## config.mk

```make
export PLATFORM = sky130hd
export DESIGN_NAME = esc_front
export DESIGN_NICKNAME = d
export VERILOG_FILES = /design/src/rtl/esc_pkg.sv /design/src/rtl/esc_front.sv
export SDC_FILE = /design/constraint.sdc
export NUM_CORES = 1
export LEC_CHECK = 0
export BUFFER_PORTS_ARGS = -buffer_cell sky130_fd_sc_hd__buf_4
export CAP_MARGIN = 15
export CELL_PAD_IN_SITES_DETAIL_PLACEMENT = 0
export CELL_PAD_IN_SITES_GLOBAL_PLACEMENT = 1
export CORE_UTILIZATION = 55
export CTS_CLUSTER_SIZE = 10
export DETAILED_ROUTE_END_ITERATION = 7
export PLACE_DENSITY = 0.91
export SLEW_MARGIN = 40
export SYNTH_ARGS = -nofsm -noshare
export SYNTH_HDL_FRONTEND = slang
export SYNTH_SLANG_ARGS = --single-unit
```

## constraint.sdc

```tcl
create_clock -name clk -period 11.1 [get_ports clk]
set_input_delay 0.555 -clock clk [delete_from_list [all_inputs] [get_ports clk]]
set_output_delay 0.555 -clock clk [all_outputs]
set_load 0.03 [all_outputs]
```

## src/rtl/esc_pkg.sv

```systemverilog
// ---------------------------------------------------------------------------
// esc_pkg: shared types and constants of the end-spin correlation reducer
// Payload structs, queue entry, back-end states and fixed-point helpers.
// ---------------------------------------------------------------------------
`default_nettype none

package esc_pkg;

  localparam int SPIN_W  = 4;
  localparam int AMP_W   = 16;
  localparam int SQ_W    = 31;
  localparam int NRM_W   = 23;
  localparam int NRM_LSB = 9;
  localparam int ACC_W   = 48;
  localparam int ACC_N   = 4;
  localparam int CLP_W   = 33;
  localparam int MUL_W   = 2 * CLP_W;
  localparam int PROD_W  = 64;
  localparam int DIFF_W  = 42;
  localparam int CORR_W  = 32;
  localparam int Q_DEPTH = 4;
  localparam int Q_AW    = 2;
  localparam int STEP_W  = 3;

  localparam logic [SPIN_W-1:0] SPIN_RESET = 4'd4;

  // accumulator slots
  localparam logic [1:0] ACC_ZZ    = 2'd0;
  localparam logic [1:0] ACC_LSQ   = 2'd1;
  localparam logic [1:0] ACC_RSQ   = 2'd2;
  localparam logic [1:0] ACC_CROSS = 2'd3;

  // sequencer steps of the back end
  localparam logic [STEP_W-1:0] STEP_CLAMP    = 3'd0;
  localparam logic [STEP_W-1:0] VEC_MUL_ZZ    = 3'd1;
  localparam logic [STEP_W-1:0] VEC_MUL_LSQ   = 3'd2;
  localparam logic [STEP_W-1:0] VEC_MUL_RSQ   = 3'd3;
  localparam logic [STEP_W-1:0] VEC_MUL_CROSS = 3'd4;
  localparam logic [STEP_W-1:0] VEC_DONE      = 3'd5;
  localparam logic [STEP_W-1:0] SET_LSRS      = 3'd1;
  localparam logic [STEP_W-1:0] SET_CRCR      = 3'd2;
  localparam logic [STEP_W-1:0] SET_DIFF      = 3'd3;
  localparam logic [STEP_W-1:0] SET_CSQ       = 3'd4;
  localparam logic [STEP_W-1:0] SET_DONE      = 3'd5;

  localparam logic signed [ACC_W-1:0] ACC_MAX = {1'b0, {(ACC_W-1){1'b1}}};
  localparam logic signed [ACC_W-1:0] ACC_MIN = {1'b1, {(ACC_W-1){1'b0}}};
  localparam logic signed [ACC_W-1:0] LIM_HI  = 48'sh0000_8000_0000;
  localparam logic signed [ACC_W-1:0] LIM_LO  = 48'shFFFF_8000_0000;
  localparam logic signed [CLP_W-1:0] CLP_HI  = 33'sh0_8000_0000;
  localparam logic signed [CLP_W-1:0] CLP_LO  = 33'sh1_8000_0000;

  typedef struct packed {
    logic signed [AMP_W-1:0] amp_real;
    logic signed [AMP_W-1:0] amp_imag;
  } esc_in_t;

  typedef struct packed {
    logic signed [CORR_W-1:0] correlation;
    logic [CORR_W-1:0]        correlation_square;
  } esc_out_t;

  typedef struct packed {
    logic [SQ_W-1:0]   sq_re;
    logic [SQ_W-1:0]   sq_im;
    logic              left_pos;
    logic              right_pos;
    logic              last_entry;
    logic              last_vector;
    logic [SPIN_W-1:0] spins;
  } esc_item_t;

  typedef enum logic [1:0] {
    ST_ACC,
    ST_VEC,
    ST_SET,
    ST_OUT
  } esc_state_t;

  // clamp to [-2^31, 2^31]
  function automatic logic signed [CLP_W-1:0] clamp_acc(input logic signed [ACC_W-1:0] x);
    logic signed [CLP_W-1:0] r;
    if (x > LIM_HI) begin
      r = CLP_HI;
    end else if (x < LIM_LO) begin
      r = CLP_LO;
    end else begin
      r = x[CLP_W-1:0];
    end
    return r;
  endfunction

  function automatic logic signed [ACC_W-1:0] sat_add(input logic signed [ACC_W-1:0] a,
                                                      input logic signed [ACC_W-1:0] b);
    logic [ACC_W:0]           s;
    logic signed [ACC_W-1:0]  r;
    s = {a[ACC_W-1], a} + {b[ACC_W-1], b};
    if (s[ACC_W] != s[ACC_W-1]) begin
      r = s[ACC_W] ? ACC_MIN : ACC_MAX;
    end else begin
      r = s[ACC_W-1:0];
    end
    return r;
  endfunction

endpackage

`default_nettype wire

```

## src/rtl/esc_front.sv

```systemverilog
// ---------------------------------------------------------------------------
// esc_front: input stage of the end-spin correlation reducer
// Holds the spin count, tracks entry and vector position, tags each
// amplitude with its spin signs and squares its parts for the queue.
// ---------------------------------------------------------------------------
`default_nettype none

module esc_front #(
  parameter int MAX_SPINS = 10
) (
  input  logic                        clk,
  input  logic                        rst_n,
  input  logic                        in_valid,
  output logic                        in_stall,
  input  esc_pkg::esc_in_t            in_data,
  input  logic                        cfg_valid,
  output logic                        cfg_ready,
  input  logic [esc_pkg::SPIN_W-1:0]  cfg_data,
  output logic                        push,
  output esc_pkg::esc_item_t          push_item,
  input  logic                        q_full
);
  import esc_pkg::*;

  localparam int IDX_W = MAX_SPINS;
  localparam int CNT_W = MAX_SPINS + 1;
  localparam logic [SPIN_W-1:0] SPIN_MAX = SPIN_W'(MAX_SPINS);

  logic [SPIN_W-1:0] spin_r;
  logic [SPIN_W-1:0] spins;
  logic [CNT_W-1:0]  dim;
  logic [CNT_W-1:0]  half;
  logic [CNT_W-1:0]  entry_inc;
  logic [CNT_W-1:0]  vector_inc;
  logic [IDX_W-1:0]  entry_idx_r;
  logic [IDX_W-1:0]  vector_idx_r;
  logic              last_entry;
  logic              last_vector;
  logic              accept;

  logic              stg_v_r;
  esc_in_t           stg_amp_r;
  logic              stg_left_r;
  logic              stg_right_r;
  logic              stg_last_e_r;
  logic              stg_last_v_r;
  logic [SPIN_W-1:0] stg_spins_r;

  logic signed [2*AMP_W-1:0] re_sq;
  logic signed [2*AMP_W-1:0] im_sq;

  assign cfg_ready = 1'b1;

  always_ff @(posedge clk) begin
    if (!rst_n) begin
      spin_r <= SPIN_RESET;
    end else if (cfg_valid) begin
      spin_r <= cfg_data;
    end
  end

  always_comb begin
    if (spin_r == '0) begin
      spins = SPIN_W'(1);
    end else if (spin_r > SPIN_MAX) begin
      spins = SPIN_MAX;
    end else begin
      spins = spin_r;
    end
  end

  assign dim         = CNT_W'(1) << spins;
  assign half        = dim >> 1;
  assign entry_inc   = {1'b0, entry_idx_r} + 1'b1;
  assign vector_inc  = {1'b0, vector_idx_r} + 1'b1;
  assign last_entry  = (entry_inc >= dim);
  assign last_vector = (vector_inc >= dim);

  // hold the input while the staged item cannot enter the queue
  assign in_stall = stg_v_r && q_full;
  assign accept   = in_valid && !in_stall;
  assign push     = stg_v_r && !q_full;

  always_ff @(posedge clk) begin
    if (!rst_n) begin
      stg_v_r      <= 1'b0;
      entry_idx_r  <= '0;
      vector_idx_r <= '0;
    end else begin
      if (accept) begin
        stg_v_r <= 1'b1;
        if (last_entry) begin
          entry_idx_r  <= '0;
          vector_idx_r <= last_vector ? '0 : vector_inc[IDX_W-1:0];
        end else begin
          entry_idx_r <= entry_inc[IDX_W-1:0];
        end
      end else if (push) begin
        stg_v_r <= 1'b0;
      end
    end
  end

  always_ff @(posedge clk) begin
    if (accept) begin
      stg_amp_r    <= in_data;
      stg_left_r   <= ({1'b0, entry_idx_r} >= half);
      stg_right_r  <= entry_idx_r[0];
      stg_last_e_r <= last_entry;
      stg_last_v_r <= last_entry && last_vector;
      stg_spins_r  <= spins;
    end
  end

  assign re_sq = stg_amp_r.amp_real * stg_amp_r.amp_real;
  assign im_sq = stg_amp_r.amp_imag * stg_amp_r.amp_imag;

  always_comb begin
    push_item.sq_re       = re_sq[SQ_W-1:0];
    push_item.sq_im       = im_sq[SQ_W-1:0];
    push_item.left_pos    = stg_left_r;
    push_item.right_pos   = stg_right_r;
    push_item.last_entry  = stg_last_e_r;
    push_item.last_vector = stg_last_v_r;
    push_item.spins       = stg_spins_r;
  end

endmodule

`default_nettype wire

```

==> flow_summary_export.csv <==
group,metric,value,unit
clocking,cts_setup_buffers,0,
clocking,postCtsHoldBufs,0,
sta,post-route-period-util,76.25,%
floorplan,io-pin-count,114,
setup_path,cp_common_cell,"fa_1",
clocking,cts-htree-levels,3,
global_route,grt_pass1_wl,79400,um
logic_synthesis,synth_top_area_share,44.28,%
clocking,postCtsResizedCells,0,
layout,layout_commonest_cell,"inv_1",
setup_path,cp_max_fo,22,
setup_path,required,10.55,ns
placement,portBuffers,110,
clocking,cts_made_buffers,9,
floorplan,start_util,56.29,%
layout,areaGrowthSynthToFinish,7.095,%
sta,tightest_slew,0.8372,ns
layout,fillCellCount,3149,
setup_path,critPathMaxStageDelay,0.90,ns
logic_synthesis,ys_seq_area_share,8.219,%
routing,num_vias,14520,
setup_path,cp_top_family,"adder cells",
setup_path,arrival,7.91,ns
floorplan,placementRows,70,
job,maxCapViolCount,0,
sta,setup_tns,0,ns
worst_hold_path,min_path_cells,1,
clocking,clockBufferDepth,2,
setup_path,worstRegToRegCells,13,
routing,avgViaCountPerCell,5.246,
outcome,run_status,"finished clean",
clocking,clk_pin_slew,0.07,ns
setup_path,rr_endpoint,"vector_idx_r[2]$_SDFFE_PN0P_",
setup_path,critical_path_class,"reg -> out",
layout,num-nets-final,2999,
floorplan,chipWidth,196.0,um
setup_path,cpMaxStageDelayCell,"edfxtp_1",
floorplan,design.core.area,36790,um^2
sta,drv_slew,0,
setup_path,start_kind,"flop",
setup_path,crit_path_cell_trace,"inv_1, nor2_1, fa_1, fa_1, fa_1, fa_1, fa_1, inv_1, fa_1, inv_1, ha_1, a21o_1, a21o_1, a21oi_1, o2111ai_1, a41oi_1, o21ai_1, a21oi_1, xnor2_1, buf_4",
routing,drtIter0Drc,773,
logic_synthesis,syn_inst,2232,
layout,antennaDiodeCount,0,
logic_synthesis,yosysWarnings,0,
sta,rsz0062_at_grt,"no",
logic_synthesis,ys_top_cells_by_area,"fa_1 (44%), ha_1 (12%), inv_1 (12%)",
floorplan,die_y,196.0,um
setup_path,rr_startpoint,"vector_idx_r[0]$_SDFFE_PN0P_",
sta,whs,0.3414,ns
layout,drive_gt1_share,6.652,%
clocking,clock_latency,0.38,ns
layout,final_cell_mix,"inv_1 (662), fa_1 (458), ha_1 (205), nand2_1 (181), buf_4 (114)",
setup_path,endpoint,"push_item[35]",
logic_synthesis,ys_types,64,
logic_synthesis,ys_seq_elements,65,
logic_synthesis,synth_edf_count,40,
routing,remaining_drc_errors,0,
global_route,antenna_found_initial,1,
clocking,cts_sinks,65,
sta,setup_viol,0,
setup_path,end_kind,"output port",
routing,dr.pass1.iters,5,
sta,skew,0.006832,ns
sta,max-slew-margin-rel,44.19,%
placement,gp_congestion,0.8955,
logic_synthesis,syn-cell-area,20700,um^2
global_route,track_usage,26.31,%
sta,finalHoldViolCount,0,
layout,multi_input_comb_area,16250,um^2
routing,drt-total-wl,45640,um
setup_path,path_depth,20,
clocking,cts_tree,"built",
clocking,clock-root-buffer,"clkbuf_16",
logic_synthesis,avgSynthCellArea,9.276,um^2
floorplan,die-area,38430,um^2
logic_synthesis,dominantRegCellSynth,"edfxtp_1",
setup_path,worstSetupStartpoint,"stg_amp_r[15]$_DFFE_PP_",
logic_synthesis,yosys.area.top_type,"fa_1",
global_route,grt_max_degree,46,
routing,wl_per_cell,16.49,um
global_route,overflow,0,
setup_path,timing.reg2reg.setup_slack,7.13,ns
logic_synthesis,synthArstFlopShare,0,%
setup_path,crit_buf_inv,4,
sta,fmax,0.1182,GHz
sta,layout_min_cycle_time,8.464,ns
routing,drt.antenna.violating_nets,0,
worst_hold_path,hold_class,"in -> reg",
global_route,grt_pass1_vias,16350,
layout,register_area,1702,um^2
placement,hpwl,38610,um
[logic make-up (layout without fill, tap and decap cells)]
| kind of cell | Yosys count | after routing | synth area share [%] |
|---|---|---|---|
| buf+inv | 730 | 795 | 13.40 |
| compound gates | 199 | 199 | 6.406 |
| other cells | 2 | 5 | 0.03627 |
| simple gates | 462 | 462 | 10.50 |
| flops | 65 | 65 | 8.219 |
| fa+ha+maj | 663 | 663 | 56.67 |
| xor+xnor | 102 | 102 | 4.315 |
| mux | 9 | 9 | 0.4472 |
[through the flow]
step	util (%)	instances	area [um^2]	setup slack, ns
floorplan	-	2235	20720	4.385
global placement	59.50	2752	21890	3.332
detailed placement	59.50	2752	21890	3.173
CTS	60.28	2768	22170	2.678
global route	60.28	2768	22170	2.313
finish	60.28	2768	22170	2.636
[worst min path at each step]
stage                                       from                           end  slack, ns
floorplan           vector_idx_r[6]$_SDFFE_PN0P_  vector_idx_r[6]$_SDFFE_PN0P_       0.45
global placement    vector_idx_r[9]$_SDFFE_PN0P_  vector_idx_r[9]$_SDFFE_PN0P_       0.47
detailed placement  vector_idx_r[6]$_SDFFE_PN0P_  vector_idx_r[6]$_SDFFE_PN0P_       0.48
CTS                                  in_data[31]       stg_amp_r[31]$_DFFE_PP_       0.32
global route                         in_data[29]       stg_amp_r[29]$_DFFE_PP_       0.33
finish                               in_data[29]       stg_amp_r[29]$_DFFE_PP_       0.34
[routing by layer]
| layer | track usage [%] | wire, um | up-vias |
|---|---|---|---|
| li1 | - | - | 6739 |
| met1 | 34.63 | 19590 | 7325 |
| met2 | 44.34 | 22240 | 383 |
| met3 | 4.796 | 2537 | 71 |
| met4 | 8.102 | 1253 | 2 |
| met5 | 0 | 17 | - |
[area by class of cell]
class	count	area share (%)
inverter	665	11.26
clock inverter	6	0.2201
multi-input combinational	1440	73.27
timing repair buffer	114	3.860
sequential	65	7.674
clock buffer	10	1.078
tap	468	2.641
[registers in the layout, indices dropped and copies added (netlist names)]
register	flops
stg_right_r	1
stg_left_r	1
vector_idx_r	10
stg_last_e_r	1
stg_v_r	1
spin_r	4
entry_idx_r	10
stg_amp_r	32
stg_last_v_r	1
stg_spins_r	4
[synthesized netlist by cell type, types with 3 or more instances]
library cell and count:
a211o_1 4, a211oi_1 9, a21o_1 23, a21oi_1 55, a22o_1 8, a22oi_1 3
a31o_2 7, a31oi_1 3, and2_1 67, and3_1 14, buf_4 9, clkbuf_1 55
clkinv_1 3, dfxtp_1 25, edfxtp_1 40, fa_1 458, ha_1 205, inv_1 662
mux2i_1 7, nand2_1 181, nand2b_1 14, nand3_1 31, nand3b_1 7, nor2_1 95
nor2b_1 20, nor3_1 10, nor3b_1 4, o211ai_1 7, o21a_1 9, o21ai_0 23
o21ai_1 18, o21bai_1 8, or2_2 8, or3_1 4, xnor2_1 81, xor2_1 21
Power is not shown: default switching activity piles up to over one toggle a cycle in this logic, so the estimate is an artifact.
