$ cat src/rtl/esc_pkg.sv
// ---------------------------------------------------------------------------
// esc_pkg: shared types and constants of the end-spin correlation reducer
// Payload structs, queue entry, back-end states and fixed-point helpers.
// ---------------------------------------------------------------------------
`default_nettype none

package esc_pkg;

  localparam int SPIN_W  = 4;
  localparam int AMP_W   = 16;
  localparam int SQ_W    = 31;
  localparam int NRM_W   = 23;
  localparam int NRM_LSB = 9;
  localparam int ACC_W   = 48;
  localparam int ACC_N   = 4;
  localparam int CLP_W   = 33;
  localparam int MUL_W   = 2 * CLP_W;
  localparam int PROD_W  = 64;
  localparam int DIFF_W  = 42;
  localparam int CORR_W  = 32;
  localparam int Q_DEPTH = 4;
  localparam int Q_AW    = 2;
  localparam int STEP_W  = 3;

  localparam logic [SPIN_W-1:0] SPIN_RESET = 4'd4;

  // accumulator slots
  localparam logic [1:0] ACC_ZZ    = 2'd0;
  localparam logic [1:0] ACC_LSQ   = 2'd1;
  localparam logic [1:0] ACC_RSQ   = 2'd2;
  localparam logic [1:0] ACC_CROSS = 2'd3;

  // sequencer steps of the back end
  localparam logic [STEP_W-1:0] STEP_CLAMP    = 3'd0;
  localparam logic [STEP_W-1:0] VEC_MUL_ZZ    = 3'd1;
  localparam logic [STEP_W-1:0] VEC_MUL_LSQ   = 3'd2;
  localparam logic [STEP_W-1:0] VEC_MUL_RSQ   = 3'd3;
  localparam logic [STEP_W-1:0] VEC_MUL_CROSS = 3'd4;
  localparam logic [STEP_W-1:0] VEC_DONE      = 3'd5;
  localparam logic [STEP_W-1:0] SET_LSRS      = 3'd1;
  localparam logic [STEP_W-1:0] SET_CRCR      = 3'd2;
  localparam logic [STEP_W-1:0] SET_DIFF      = 3'd3;
  localparam logic [STEP_W-1:0] SET_CSQ       = 3'd4;
  localparam logic [STEP_W-1:0] SET_DONE      = 3'd5;

  localparam logic signed [ACC_W-1:0] ACC_MAX = {1'b0, {(ACC_W-1){1'b1}}};
  localparam logic signed [ACC_W-1:0] ACC_MIN = {1'b1, {(ACC_W-1){1'b0}}};
  localparam logic signed [ACC_W-1:0] LIM_HI  = 48'sh0000_8000_0000;
  localparam logic signed [ACC_W-1:0] LIM_LO  = 48'shFFFF_8000_0000;
  localparam logic signed [CLP_W-1:0] CLP_HI  = 33'sh0_8000_0000;
  localparam logic signed [CLP_W-1:0] CLP_LO  = 33'sh1_8000_0000;

  typedef struct packed {
    logic signed [AMP_W-1:0] amp_real;
    logic signed [AMP_W-1:0] amp_imag;
  } esc_in_t;

  typedef struct packed {
    logic signed [CORR_W-1:0] correlation;
    logic [CORR_W-1:0]        correlation_square;
  } esc_out_t;

  typedef struct packed {
    logic [SQ_W-1:0]   sq_re;
    logic [SQ_W-1:0]   sq_im;
    logic              left_pos;
    logic              right_pos;
    logic              last_entry;
    logic              last_vector;
    logic [SPIN_W-1:0] spins;
  } esc_item_t;

  typedef enum logic [1:0] {
    ST_ACC,
    ST_VEC,
    ST_SET,
    ST_OUT
  } esc_state_t;

  // clamp to [-2^31, 2^31]
  function automatic logic signed [CLP_W-1:0] clamp_acc(input logic signed [ACC_W-1:0] x);
    logic signed [CLP_W-1:0] r;
    if (x > LIM_HI) begin
      r = CLP_HI;
    end else if (x < LIM_LO) begin
      r = CLP_LO;
    end else begin
      r = x[CLP_W-1:0];
    end
    return r;
  endfunction

  function automatic logic signed [ACC_W-1:0] sat_add(input logic signed [ACC_W-1:0] a,
                                                      input logic signed [ACC_W-1:0] b);
    logic [ACC_W:0]           s;
    logic signed [ACC_W-1:0]  r;
    s = {a[ACC_W-1], a} + {b[ACC_W-1], b};
    if (s[ACC_W] != s[ACC_W-1]) begin
      r = s[ACC_W] ? ACC_MIN : ACC_MAX;
    end else begin
      r = s[ACC_W-1:0];
    end
    return r;
  endfunction

endpackage

`default_nettype wire

$ cat src/rtl/esc_queue.sv
// ---------------------------------------------------------------------------
// esc_queue: decoupling queue between front and back end
// Small register FIFO of classified items.
// ---------------------------------------------------------------------------
`default_nettype none

module esc_queue (
  input  logic               clk,
  input  logic               rst_n,
  input  logic               push,
  input  esc_pkg::esc_item_t push_item,
  output logic               full,
  input  logic               pop,
  output esc_pkg::esc_item_t pop_item,
  output logic               pop_valid
);
  import esc_pkg::*;

  esc_item_t         mem_r [Q_DEPTH];
  logic [Q_AW-1:0]   wr_ptr_r;
  logic [Q_AW-1:0]   rd_ptr_r;
  logic [Q_AW:0]     count_r;

  assign full      = (count_r == (Q_AW+1)'(Q_DEPTH));
  assign pop_valid = (count_r != '0);
  assign pop_item  = mem_r[rd_ptr_r];

  always_ff @(posedge clk) begin
    if (push) begin
      mem_r[wr_ptr_r] <= push_item;
    end
  end

  always_ff @(posedge clk) begin
    if (!rst_n) begin
      wr_ptr_r <= '0;
      rd_ptr_r <= '0;
      count_r  <= '0;
    end else begin
      if (push) begin
        wr_ptr_r <= wr_ptr_r + 1'b1;
      end
      if (pop) begin
        rd_ptr_r <= rd_ptr_r + 1'b1;
      end
      case ({push, pop})
        2'b10:   count_r <= count_r + 1'b1;
        2'b01:   count_r <= count_r - 1'b1;
        default: count_r <= count_r;
      endcase
    end
  end

`ifndef SYNTHESIS
  a_no_push_full: assert property (@(posedge clk) disable iff (!rst_n)
    push |-> !full) else $error("queue written while full");

  a_no_pop_empty: assert property (@(posedge clk) disable iff (!rst_n)
    pop |-> pop_valid) else $error("queue read while empty");

  a_count_up: assert property (@(posedge clk) disable iff (!rst_n)
    (push && !pop) |=> (count_r == $past(count_r) + 1'b1))
    else $error("queue count lost a write");
`endif

endmodule

`default_nettype wire

$ cat config.mk
export PLATFORM = sky130hd
export DESIGN_NAME = esc_queue
export DESIGN_NICKNAME = d
export VERILOG_FILES = /design/src/rtl/esc_pkg.sv /design/src/rtl/esc_queue.sv
export SDC_FILE = /design/constraint.sdc
export NUM_CORES = 1
export LEC_CHECK = 0
export BUFFER_PORTS_ARGS = -buffer_cell sky130_fd_sc_hd__clkbuf_2
export CAP_MARGIN = 30
export CORE_UTILIZATION = 45
export DETAILED_ROUTE_END_ITERATION = 10
export GPL_TIMING_DRIVEN = 0
export MAX_ROUTING_LAYER = met4
export PLACE_DENSITY = 0.67
export RECOVER_POWER = 100
export REMOVE_ABC_BUFFERS = 1
export SYNTH_ARGS = -nofsm -noshare
export SYNTH_HDL_FRONTEND = slang
export SYNTH_SLANG_ARGS = --single-unit
$ cat constraint.sdc
create_clock -name clk -period 2.4 [get_ports clk]
set_input_delay 0.48 -clock clk [delete_from_list [all_inputs] [get_ports clk]]
set_output_delay 0.48 -clock clk [all_outputs]
set_load 0.005 [all_outputs]
==> reports/qor.yml, run 1 <==
drive_gt1_frac: 0.337
cap_violations: 0
status: "finished, final reports clean"
cts_buffers: 30
worstMarginPinSlew_ns: 0.951
gp_congestion: 0.757
criticalPathCategory: "reg -> out"
cts_max_level: 1
routed_wl_mm: 19.0
netlist_instances: 412
fin_cells: 929
vdd_drop_max_mv: 0.735
place_ws_ns: 0.224
ant_nets: 0
drc: 0
fin_ws_ns: 0.0448
clock_sinks: 289
critPathBufInv: 3
yosys_warnings: 0
cts_tree: "done"
critPathSlowestCell: "mux4_2"
fp.dieW_um: 156
root_buffer: "clkbuf_16"
total_power_mw: 11.3
grt_max_degree: 56
p_leak_nw: 4.17
syn2layout_area_growth_pct: 20.1
setup_violations: 0
cp_max_fo: 7
worstPathRequired_ns: 1.92
crit_cells: 4
cp.arrival_ns: 1.88
slowest_delay_ns: 0.49
core_area_um2: 22900
worst_setup_path_end_kind: "primary output"
finalHoldViolCount: 0
drt_first_pass_iters: 4
fin_nets: 673
clockBufferDepth: 3
cts.clk_slew.worst_paths_ns: 0.06
drv_slew: 0
cp_top_family: "multiplexers"
ios: 146
num_rows: 55
grt-ovfl-total: 0
vias: 4744
crit_chain: "buf_4 > clkbuf_16 > mux4_2 > clkbuf_2"
initial_core_util: 0.464
hold_class: "in -> reg"
hpwlAfterDp_mm: 10.6
dieHeight_um: 156
avgViaCountPerCell: 5.11
rsz0062_at_grt: "yes"
hold_depth: 1
wl_per_cell_um: 20.5
final.period_utilization: 0.981
track_usage: 0.162
ys_seq_area_frac: 0.808
fmax_ghz: 0.425
slew-limit-headroom: 0.366
synth_cell_types: 20
reg2reg_depth: 4
ys_seq_elements: 289
power_density_nw_per_um2: 886
antenna_found_initial: 1
grt_pass1_wl_mm: 28.5
start_kind: "register"
clk_latency_ns: 0.53
placedCellCount: 861
final_cell_mix: "edfxtp_1 (280), clkbuf_1 (74), clkbuf_2 (72)"
syn_area_um2: 10600
drt_iter0_drc: 278
fin_crit_ns: 2.36
clock_skew_ns: 0.00661
final_common_cell: "edfxtp_1"
synth_area_per_cell_um2: 25.8
io_buffers: 145
die-area_um2: 24200
grt_pass1_vias: 5231
## path summary, 6_finish.rpt
check | startpoint | slack (ns) | endpoint
worst max-delay path | register | 0.04 | pop_item[17]
worst min-delay path | push_item[9] | 0.20 | mem_r[3][9]
worst max register to register | wr_ptr_r[0] | 0.29 | mem_r[2][49]
worst min register to register | count_r[2] | 0.56 | count_r[2]
## worst reg2reg max path: cells and delay by family (launching register included)
family | cells | cell delay [ns]
simple gates | 1 | 0.62
flops | 1 | 0.34
fa+ha+maj | 1 | 0.15
buf+inv | 2 | 0.62
## registers in the layout (all words and copies together), names as in the netlist, named ones only
name / cells
wr_ptr_r: 2
mem_r: 280
rd_ptr_r: 2
count_r: 3
## cells by family (layout without fill, tap and decap cells)
group	after synthesis	count (layout)	share of synthesized area
AOI/OAI and AO/OA	3	3	0.00165
DFF	289	289	0.808
muxes	71	71	0.149
and+or+nand+nor	16	16	0.00895
xor gates and xnor gates	5	5	0.00412
buffers and inverters	22	225	0.0200
other	0	1	0
adders and majority gates	6	6	0.00777
## cell usage after synthesis, drive strengths merged
| master | n | area share |
|---|---|---|
| mux2i | 1 | 0.00094 |
| and3 | 1 | 0.00059 |
| xor2 | 3 | 0.0025 |
| and2 | 10 | 0.0059 |
| a21boi | 1 | 0.00071 |
| ha | 5 | 0.0059 |
| mux4 | 70 | 0.15 |
| dfxtp | 9 | 0.017 |
| fa | 1 | 0.0019 |
| edfxtp | 280 | 0.79 |
| xnor2 | 2 | 0.0016 |
| buf | 16 | 0.018 |
| inv | 6 | 0.0021 |
| nand2 | 2 | 0.00071 |
| o21ai | 2 | 0.00094 |
| or3 | 2 | 0.0012 |
| nor2b | 1 | 0.00059 |
## per-stage QoR
| stage | util | TNS (ns) | hold slack, ns | cell area, um2 |
|---|---|---|---|---|
| 2_1_floorplan | - | -177.34 | 0.468 | 10400 |
| 3_3_place_gp | 0.504 | -677.12 | 0.481 | 11600 |
| 3_5_place_dp | 0.513 | 0 | 0.545 | 11800 |
| 4_1_cts | 0.558 | -0.0882 | 0.136 | 12800 |
| 5_1_grt | 0.557 | -0.314 | 0.190 | 12800 |
| 6_report | 0.557 | 0 | 0.202 | 12800 |
## repair_timing
| action | in CTS | in global routing |
|---|---|---|
| hold buffers | 0 | 0 |
| setup buffers | 6 | 3 |
| endpoints found under the setup margin | 70 | 59 |
| cloned | 0 | 4 |
| resized for setup | 0 | 4 |
## final cells by class
class,instances,area (um2)
fill,1749,10100
timing repair buffer,165,971
inverter,6,22.5
multi-input combinational,101,1830
tap,313,392
clock buffer,32,779
sequential,289,8600
clock inverter,22,175
antenna,1,2.50
## metal layers
| metal | global-route usage | up-vias | share of wire |
|---|---|---|---|
| met5 | - | - | 0 |
| met4 | 0.0518 | 0 | 0.026 |
| met3 | 0.0333 | 35 | 0.056 |
| met1 | 0.198 | 2455 | 0.41 |
| met2 | 0.272 | 141 | 0.51 |
| li1 | - | 2113 | - |
## where the power goes
part / internal [mW] / switching [mW]
Sequential: 5.79 / 0.0576
Combinational: 0.532 / 0.523
Clock: 2.64 / 1.77
Total: 8.96 / 2.35
Power figures use the tool's default switching activity.
==> inputs of run 2 (changes only) <==
Settings changed: ABC_AREA set to 1, BUFFER_PORTS_ARGS -buffer_cell sky130_fd_sc_hd__clkbuf_2 to unset, DONT_BUFFER_PORTS set to 1, PLACE_DENSITY 0.67 to 0.58.
==> run 2 against run 1 <==
Compared with the run above:
- critical path depth did not move
- sequential share of layout area grew 0.26 points
- maximum frequency increased by 2.4%
- combinational power decreased by 17%
- via count increased by 29%
- critical endpoint is now pop_item[66]
==> reports/qor.yml, run 2 <==
synth_cell_types: 21
die-area_um2: 25900
final_cell_mix: "edfxtp_1 (280), o21ai_0 (115), nor2_1 (103)"
drc: 0
hpwlAfterDp_mm: 12.4
final_core_util: 0.517
async_reset_ff_frac: 0
grt_pass1_wl_mm: 37.2
ys_seq_elements: 289
cp.arrival_ns: 1.82
wl_per_cell_um: 23.3
setup-tns-final_ns: 0
syn_area_um2: 11400
final_common_cell: "edfxtp_1"
cts_tree: "done"
root_buffer: "clkbuf_16"
antenna_found_initial: 0
top_register: "mem_r"
syn2layout_area_growth_pct: 11.7
gp_congestion: 0.737
rsz0062_at_grt: "no"
finalHoldViolCount: 0
diodes: 0
power_density_nw_per_um2: 853
cts_buffers: 29
setup_violations: 0
largest_reg_flops: 280
worstMarginPinSlew_ns: 0.888
placedInstanceArea_um2: 11700
clock_sinks: 289
grt_pass1_vias: 6514
fp.dieW_um: 161
grt-ovfl-total: 0
fin_ws_ns: 0.101
worst_setup_path_end_kind: "primary output"
initial_core_util: 0.463
vias: 6133
final.period_utilization: 0.958
grt_max_degree: 49
criticalPathCategory: "reg -> out"
dieHeight_um: 161
ys_top_cells_by_count: "edfxtp_1 (280), o21ai_0 (116), nor2_1 (103)"
place_ws_ns: -0.278
synth_most_common_cell: "edfxtp_1"
fmax_ghz: 0.435
synth_area_per_cell_um2: 15.5
num_rows: 57
route.met3.wl_mm: 1.98
yosysTopAreaCell: "edfxtp_1"
synth_top_area_share: 0.738
routed_wl_mm: 25.2
netlist_instances: 733
fin_nets: 819
io_buffers: 0
status: "finished, final reports clean"
yosys_warnings: 0
clockBufferDepth: 3
vdd_drop_max_mv: 0.575
p_leak_nw: 4.09
track_usage: 0.197
met1_length_mm: 9.90
drt_iter0_drc: 362
cts.clk_slew.worst_paths_ns: 0.06
drt_first_pass_iters: 5
drv_slew: 0
top_regs: "mem_r x280, count_r x3"
synth_edf_count: 280
ys_seq_area_frac: 0.754
core_area_um2: 24600
avgViaCountPerCell: 5.66
netlist_top_cells_area: "edfxtp_1 (74%), o21ai_0 (5.1%), o22ai_2 (4.4%)"
cts_max_level: 1
drive_gt1_frac: 0.187
hold_class: "in -> reg"
final_area_um2: 12700
cap_violations: 0
fillers: 2015
top_layer: "met4"
clock_skew_ns: 0.00967
worstPathRequired_ns: 1.92
cp_max_fo: 49
fin_crit_ns: 2.30
synth_ff_type: "edfxtp_1"
slew-limit-headroom: 0.408
ant_nets: 0
wl_met2_mm: 12.7
ios: 146
start_kind: "register"
hold_buffers: 0
clk_latency_ns: 0.53
run 2: cell types whose count changed after synthesis, sizes merged, moves of 11 or more:
cell,change
inv,+11
nor2,+143
mux4,-70
clkbuf,+21
o21ai,+144
o22ai,+70
run 2: power breakdown:
group / leakage [nW] / internal, mW / switching (mW)
Sequential: 2.65 / 5.77 / 0.0704
Combinational: 1.01 / 0.271 / 0.607
Clock: 0.434 / 2.42 / 1.72
Total: 4.09 / 8.46 / 2.39
run 2: what timing repair did:
item                                    in CTS  in global routing
endpoints found under the hold margin        0                  0
endpoints found under the setup margin      70                 14
gates cloned                                 3                  2
setup buffers                                6                  1
resized for setup                            8                  4
run 2: path summary, 6_finish.rpt:
kind / cells past startpoint / start / to / slack, ns
setup / recovery: 4 / register / pop_item[66] / 0.10
hold / removal: 0 / push_item[43] / mem_r[2][43] / 0.04
hold reg to reg: 1 / rd_ptr_r[1] / register / 0.45
setup reg to reg: 4 / wr_ptr_r[0] / mem_r[3][4] / 0.17
run 2: logic make-up (layout without fill, tap and decap cells):
kind of cell,count (synthesis),in the layout,synth area share
adder cells (fa/ha/maj),6,6,0.00725
AND/OR/NAND/NOR,156,156,0.0783
buffers and inverters,61,87,0.0335
AO/OA/AOI/OAI,221,221,0.127
flip-flops,289,289,0.754
run 2: layout make-up:
cell class / instances / area (um2) / share of cell area
flip-flops and latches: 289 / 8600 / 0.676
multi-input cells: 383 / 2390 / 0.188
clock buffers: 36 / 752 / 0.0591
well taps: 324 / 405 / 0.0319
repair buffers: 19 / 348 / 0.0274
clock inverters: 15 / 126 / 0.00994
inverters: 17 / 96.3 / 0.00758
run 2: critical path, stage by stage (launching register included):
cell and delay [ns]:
dfxtp_4 0.42, inv_16 0.23, buf_8 0.29, o21ai_0 0.14
o22ai_2 0.16
run 2: layer usage:
layer	GRT usage	up-vias
li1	-	2776
met1	0.227	3117
met2	0.334	198
met3	0.0550	42
met4	0.0592	0
met5	-	-
run 2: through the flow:
| stage | hold slack [ns] | instances | power, mW |
|---|---|---|---|
| 3_5_place_dp | 0.430 | 1020 | 6.75 |
| 5_1_grt | 0.0108 | 1083 | 11.2 |
| 6_report | 0.0385 | 1083 | 10.9 |
| 4_1_cts | 0.0159 | 1080 | 11.0 |
| 3_3_place_gp | 0.426 | 1013 | 6.70 |
| 2_1_floorplan | 0.412 | 689 | 6.48 |
